--- src/rtl/core/lcvp_pkg.sv ---
// Shared constants for the line clip and viewport projection block.
// Register indexes, clip codes, fixed-point limits and reset values.
// No dependencies.
package lcvp_pkg;

   localparam int COORD_WIDTH_DEF = 32;
   localparam int COEF_WIDTH_DEF  = 16;

   localparam int ROW_W       = 64;
   localparam int FIELD_W     = 16;
   localparam int VP_W        = 14;
   localparam int ORG_W       = 13;
   localparam int CSR_INDEX_W = 8;
   localparam int CLIP_SAT_W  = 64;   // clip sums saturate to this signed range
   localparam int OFFSET_BITS = 30;   // bits spanned by viewport center plus origin
   localparam int DOT_LAT     = 4;

   localparam int POINT_EPS  = 1678;
   localparam int LINE_EPS   = 16777;
   localparam int SIZE_SHIFT = 15;
   localparam int ORG_SHIFT  = 16;
   localparam int ONE_SHIFT  = 16;

   localparam logic [CSR_INDEX_W-1:0] REG_ROW0  = 8'd0;
   localparam logic [CSR_INDEX_W-1:0] REG_ROW1  = 8'd1;
   localparam logic [CSR_INDEX_W-1:0] REG_ROW2  = 8'd2;
   localparam logic [CSR_INDEX_W-1:0] REG_ROW3  = 8'd3;
   localparam logic [CSR_INDEX_W-1:0] REG_VP_W  = 8'd4;
   localparam logic [CSR_INDEX_W-1:0] REG_VP_H  = 8'd5;
   localparam logic [CSR_INDEX_W-1:0] REG_ORG_X = 8'd6;
   localparam logic [CSR_INDEX_W-1:0] REG_ORG_Y = 8'd7;

   localparam logic [1:0] CLIP_NONE = 2'd0;
   localparam logic [1:0] CLIP_A    = 2'd1;
   localparam logic [1:0] CLIP_B    = 2'd2;

   localparam logic [ROW_W-1:0] ROW0_RST = 64'h0000_0000_0000_0100;
   localparam logic [ROW_W-1:0] ROW1_RST = 64'h0000_0000_0100_0000;
   localparam logic [ROW_W-1:0] ROW3_RST = 64'h0100_0000_0000_0000;
   localparam logic [VP_W-1:0]  VP_W_RST = 14'd1024;
   localparam logic [VP_W-1:0]  VP_H_RST = 14'd768;

endpackage

--- src/rtl/core/lcvp_dot.sv ---
// One matrix-row lane: dot product of a point (implied w of 1) with one row.
// Products in one stage, then three saturating adds. Uses lcvp_pkg.
module lcvp_dot #(
   parameter int COORD_WIDTH = lcvp_pkg::COORD_WIDTH_DEF,
   parameter int COEF_WIDTH  = lcvp_pkg::COEF_WIDTH_DEF,
   parameter int CLIP_WIDTH  = 50
) (
   input  logic                          clock,
   input  logic                          en,
   input  logic signed [COORD_WIDTH-1:0] px,
   input  logic signed [COORD_WIDTH-1:0] py,
   input  logic signed [COORD_WIDTH-1:0] pz,
   input  logic [lcvp_pkg::ROW_W-1:0]    row,
   output logic signed [CLIP_WIDTH-1:0]  clip
);

   localparam int PW = COORD_WIDTH + COEF_WIDTH;
   localparam int EW = CLIP_WIDTH + 1;
   localparam logic signed [EW-1:0] MAXC = EW'({1'b0, {(CLIP_WIDTH-1){1'b1}}});
   localparam logic signed [EW-1:0] MINC = ~MAXC;

   function automatic logic signed [CLIP_WIDTH-1:0] sat_add(
      input logic signed [CLIP_WIDTH-1:0] a,
      input logic signed [PW-1:0]         b);
      logic signed [EW-1:0] s;
      s = EW'(a) + EW'(b);
      if (s > MAXC) return MAXC[CLIP_WIDTH-1:0];
      else if (s < MINC) return MINC[CLIP_WIDTH-1:0];
      else return s[CLIP_WIDTH-1:0];
   endfunction

   logic signed [COEF_WIDTH-1:0] c0, c1, c2, c3;
   logic signed [PW-1:0]         p0_in, p1_in, p2_in;
   logic signed [CLIP_WIDTH-1:0] bias_in;

   logic signed [PW-1:0]         p0_ff, p1_ff, p2_ff, q1_ff, q2_ff, r2_ff;
   logic signed [CLIP_WIDTH-1:0] bias_ff, a2_ff, a3_ff, a4_ff;

   assign c0 = row[0 +: COEF_WIDTH];
   assign c1 = row[lcvp_pkg::FIELD_W +: COEF_WIDTH];
   assign c2 = row[2*lcvp_pkg::FIELD_W +: COEF_WIDTH];
   assign c3 = row[3*lcvp_pkg::FIELD_W +: COEF_WIDTH];

   assign p0_in   = PW'(px) * PW'(c0);
   assign p1_in   = PW'(py) * PW'(c1);
   assign p2_in   = PW'(pz) * PW'(c2);
   assign bias_in = CLIP_WIDTH'(c3) <<< lcvp_pkg::ONE_SHIFT;

   // accumulate bias, then the x, y and z products, saturating after every add
   always_ff @(posedge clock) begin
      if (en) begin
         p0_ff   <= p0_in;
         p1_ff   <= p1_in;
         p2_ff   <= p2_in;
         bias_ff <= bias_in;
         a2_ff   <= sat_add(bias_ff, p0_ff);
         q1_ff   <= p1_ff;
         q2_ff   <= p2_ff;
         a3_ff   <= sat_add(a2_ff, q1_ff);
         r2_ff   <= q2_ff;
         a4_ff   <= sat_add(a3_ff, r2_ff);
      end
   end

   assign clip = a4_ff;

endmodule

--- config.mk ---
export PLATFORM = sky130hd
export DESIGN_NAME = lcvp_dot
export DESIGN_NICKNAME = d
export VERILOG_FILES = /design/src/rtl/core/lcvp_pkg.sv /design/src/rtl/core/lcvp_dot.sv
export SDC_FILE = /design/constraint.sdc
export NUM_CORES = 2
export LEC_CHECK = 0
export ABC_CLOCK_PERIOD_IN_PS = 15900
export BUFFER_PORTS_ARGS = -buffer_cell sky130_fd_sc_hd__buf_2
export CAP_MARGIN = 40
export CORE_MARGIN = 2
export CORE_UTILIZATION = 70
export DETAILED_ROUTE_END_ITERATION = 10
export PLACE_DENSITY = 0.93
export SYNTH_ARGS = -nofsm -noshare
export SYNTH_HDL_FRONTEND = slang
export SYNTH_SLANG_ARGS = --single-unit
--- constraint.sdc ---
create_clock -name clock -period 15.9 [get_ports clock]
set_clock_uncertainty 0.1 [all_clocks]
set_input_delay 1.59 -clock clock [delete_from_list [all_inputs] [get_ports clock]]
set_output_delay 1.59 -clock clock [all_outputs]
set_load 0.02 [all_outputs]
* After elaboration in Yosys (flattened, before gate mapping)
Cells that the tools add are included.
** Word-level totals
- Latch bits :: 0
- Input bits :: 162
- Memory bits (read-only) :: 0
- Memories kept :: 0
- Register bits :: 454
- Memory bits (writable) :: 0
- Word-level logic and storage cells :: 25
- Output and inout port bits :: 50
** Operators by class
- Div/mod/pow operators :: 0
- Reduce and logical (&&, ||, !) cells :: 0
- Add/subtract/negate cells :: 3
- Bitwise operators :: 0
- Magnitude comparators :: 6
- Multiply operators :: 3
- Muxes and demuxes :: 3
- Equality and inequality tests :: 0
- Shift operators :: 0
** Operators with widths (count)
- two-way mux 50 bit :: 3
- multiplier 32 x 16 -> 48 bit :: 3
- adder 50 x 48 -> 51 bit :: 2
- greater-than comparator 51 x 50 -> 1 bit, second input constant :: 2
- less-than comparator 51 x 50 -> 1 bit, second input constant :: 2
- greater-than comparator 49 x 50 -> 1 bit, second input constant :: 1
- less-than comparator 49 x 50 -> 1 bit, second input constant :: 1
- adder 32 x 48 -> 49 bit :: 1

* Longest topological paths before layout
- Depth after elaboration :: 3
- Gate-level depth with buffers :: 27
- Mapped depth without buffers :: 25

* Least setup slack after synthesis
Ideal clock, no wire load.
- Path type :: input to register
- Start :: input row[15] (netlist bit)
- End :: register p0_ff[40] (data pin)
- Setup time :: 0.260 ns
- Setup slack :: 8.014 ns
- Data required time :: 15.540 ns
- Path buffers :: 2
- Data arrival time :: 7.526 ns
- Stages :: 23
- Cell sequence :: inv_1 > clkbuf_1 > clkbuf_1 > nor2_1 > fa_1 > fa_1 > fa_1 > fa_1 > fa_1 > inv_1 > fa_1 > inv_1 > ha_1 > a211oi_2 > o211ai_1 > a221oi_2 > o21ai_0 > o41ai_1 > a31oi_2 > a2111oi_0 > o21bai_1 > a21oi_1 > xnor2_1
** On the way
- Longest elaborated chain between the ends :: 1
** RTL lines
- start: declaration :: line lcvp_dot.sv:13 : input logic [lcvp_pkg::ROW_W-1:0] row,
- multiplier 32 x 16 -> 48 bit :: line lcvp_dot.sv:44 : assign p0_in = PW'(px) * PW'(c0);
- via p0_in[40] :: line lcvp_dot.sv:33 : logic signed [PW-1:0] p0_in, p1_in, p2_in;
- end signal: assignment :: line lcvp_dot.sv:52 : p0_ff <= p0_in;
- end: declaration :: line lcvp_dot.sv:36 : logic signed [PW-1:0] p0_ff, p1_ff, p2_ff, q1_ff, q2_ff, r2_ff;
The timed path passes the listed nets, and every way through them passes these cells.
A chain may end at the register's enable or synchronous reset.

* Worst setup path in the final report
- Start :: input row[17] (netlist bit)
- End :: register p1_ff[44] (data pin)
** On the way
- Longest elaborated chain between the ends :: 1
** RTL lines
- multiplier 32 x 16 -> 48 bit :: line lcvp_dot.sv:45 : assign p1_in = PW'(py) * PW'(c1);
- via p1_in[44] :: line lcvp_dot.sv:33
- end signal: assignment :: line lcvp_dot.sv:53 : p1_ff <= p1_in;
- end: declaration :: line lcvp_dot.sv:36
The timed path passes the listed nets, and every way through them passes these cells.

==> flow_summary.ini <==
[layout]
nets = 9800
area_growth_pct = 4.02
antenna_cells = 0
n_fill_cell = 6803
drive_gt1_share_pct = 4.22
final_area_mm2 = 0.0782

[logic_synthesis]
yosys.area.top_type_share_pct = 38.9
synth_fp_nets = 9863
ys.flop_type = edfxtp_1
async_flop_share_pct = 0
yosys.area.top_type = fa_1
synth_most_common_cell = inv_1
synth_cell_types = 92
syn-instance-count = 7766
synth_area_mm2 = 0.0751
ys_seq_area_share_pct = 18.1
netlist_top_cells_count = 1,710 x inv_1, 1,461 x fa_1, 997 x nand2_1
yosysWarnings = 0
synth-edff-count = 454
synth.area.top_cells = fa_1 39%, edfxtp_1 18%, inv_1 8.5%
syn_avg_cell_area_um2 = 9.68
ys_seq_elements = 454

[clock_tree]
h-tree-depth = 2
clkSlewWorstSetupHoldPaths_ps = 60
ctsResizeCount = 0
clock_sinks = 454
cts-root-buf = clkbuf_16
clkLatencyLatePin_ps = 560
cts_buffers = 42
cts_tree = yes
cts_hold_buf = 0
cts_setup_buffers = 0
cts.path.max_buffers = 3

[global_routing]
antenna_found_initial = 2
grt_pass1_wl_mm = 306
grt_max_degree = 189
grt_overflow_total = 0
grtUsageTotal_pct = 35.0
grt_pass1_vias = 60478

[sta]
worst_hold_slack_ps = 314
hold_viol = 0
min_period_ps = 8310
finalCritPeriodShare_pct = 52.3
maxSlewViolCount = 0
slew_headroom_pct = 26.3
fmax_mhz = 120
worst_pin_slew_ps = 1110
setup_violations = 0
setup_tns_ps = 0
rsz0062_at_grt = no

[floorplan]
pin_count = 212
dieArea_mm2 = 0.110
fp.coreArea_mm2 = 0.107
num_rows = 120
die_x_um = 332
start_util_pct = 70.4
die_height_um = 332

[min_path]
hp-class = reg2reg

[setup_path]
crit_buf_inv = 4
criticalPathCategory = in2reg
worstPathMaxFanout = 32
worstPathArrival_ps = 8500
slowest_stage = buf_2
cpPeakStageDelay_ps = 600
startpoint_type = input pin
worstSetupEndpointType = register
critPathMostFrequentCell = fa_1
path_cells = buf_2 -> nand2_1 -> fa_1 -> fa_1 -> fa_1 -> inv_1 -> fa_1 -> fa_1 -> inv_1 -> fa_1 -> inv_1 -> ha_1 -> a21oi_1 -> o21ai_0 -> a21o_1 -> a21oi_1 -> o21ai_0 -> a21oi_1 -> o21ai_0 -> a31oi_1 -> mux2i_1 -> nand3_1
crit_family = adder cells
reg2reg_slack_ps = 10640
cp.required_ps = 16090

[drt]
dr.pass1.iters = 7
drc = 0
avgRoutedWirePerCell_um = 20.5
dr.first_iter.drc_count = 5600
wl_mm = 187
ant_nets = 0
via_per_inst = 6.08
num_vias = 55588

[place]
gp_congestion = 0.962
dpl.hpwl_mm = 149
postPlaceCellArea_mm2 = 0.0768
io_buffers = 211

[status]
outcome = completed

[run]
drv_cap = 0
[routing by layer]
metal	wire length [um]	vias to the layer above	part of all wire (%)	global-route usage [%]
met3	19000	892	10	6.82
met1	66100	27604	35	44.1
met2	91400	3402	49	58.6
met5	27	-	0.014	0
li1	-	23686	-	-
met4	10800	4	5.8	16.9
[worst register-to-register path: stages (launching register included)]
cell	delay (ps)
edfxtp_1	470
ha_1	360
a211oi_1	260
o21ai_1	220
o2111ai_1	510
nand2_1	130
o311ai_1	470
a21oi_1	260
a211oi_1	420
xnor2_2	360
nor2_4	240
buf_4	320
o31ai_1	810
[cells in the final DEF, fill, tap and decap left out, types with 33 or more instances in the layout]
master | synthesis | layout
inv_1 | 1710 | 1710
fa_1 | 1461 | 1461
nand2_1 | 997 | 997
and2_1 | 632 | 632
ha_1 | 474 | 474
edfxtp_1 | 454 | 454
a21oi_1 | 301 | 301
nor2_1 | 213 | 213
buf_2 | 11 | 210
xnor2_1 | 189 | 189
o21ai_0 | 185 | 185
a21o_1 | 154 | 154
nand3_1 | 74 | 74
xor2_1 | 74 | 74
o21bai_1 | 48 | 48
clkbuf_16 | 0 | 43
nand2b_1 | 42 | 42
nor3_1 | 40 | 40
nand4_1 | 33 | 33
[logic make-up (layout without fill, tap and decap cells)]
group                      count (synthesis)  in the layout  share of synthesized area, %
AOI/OAI and AO/OA                        922            922                          7.85
xor gates and xnor gates                 265            265                          3.12
adders and majority gates               1943           1943                          46.9
buffers and inverters                   2040           2007                          10.2
DFF                                      454            454                          18.1
muxes                                      5              5                        0.0666
and+or+nand+nor                         2137           2137                          13.6
[area by class of cell]
class	count	area [um2]	area share, %
multi-input cells	5272	53800	68.8
clock buffers	47	1090	1.40
inverters	1712	6430	8.22
repair buffers	221	1220	1.57
clock inverters	27	223	0.285
well taps	1403	1760	2.25
flip-flops and latches	454	13600	17.4
[final timing paths]
check,startpoint,to,depth (start not counted)
setup / recovery,row[17],p1_ff[44],22
hold / removal,p1_ff[28],q1_ff[28],0
setup reg to reg,r2_ff[1],clip[18],12
hold reg to reg,p1_ff[28],q1_ff[28],0
[flip-flops by register name, summed over array words and instances (netlist names)]
| signal | flops |
|---|---|
| p1_ff | 48 |
| a3_ff | 50 |
| clip | 50 |
| a2_ff | 50 |
| bias_ff | 16 |
| r2_ff | 48 |
| q2_ff | 48 |
| q1_ff | 48 |
| p2_ff | 48 |
| p0_ff | 48 |
[per-stage QoR]
step / worst slack [ps] / utilization (%) / instances
2_1_floorplan: 8010 / - / 7766
3_3_place_gp: 6800 / 71.9 / 9057
3_5_place_dp: 6730 / 72.0 / 9060
4_1_cts: 7280 / 73.2 / 9134
5_1_grt: 7240 / 73.2 / 9136
6_report: 7590 / 73.2 / 9136
Power is not shown: default switching activity piles up to over one toggle a cycle in this logic, so the estimate is an artifact.
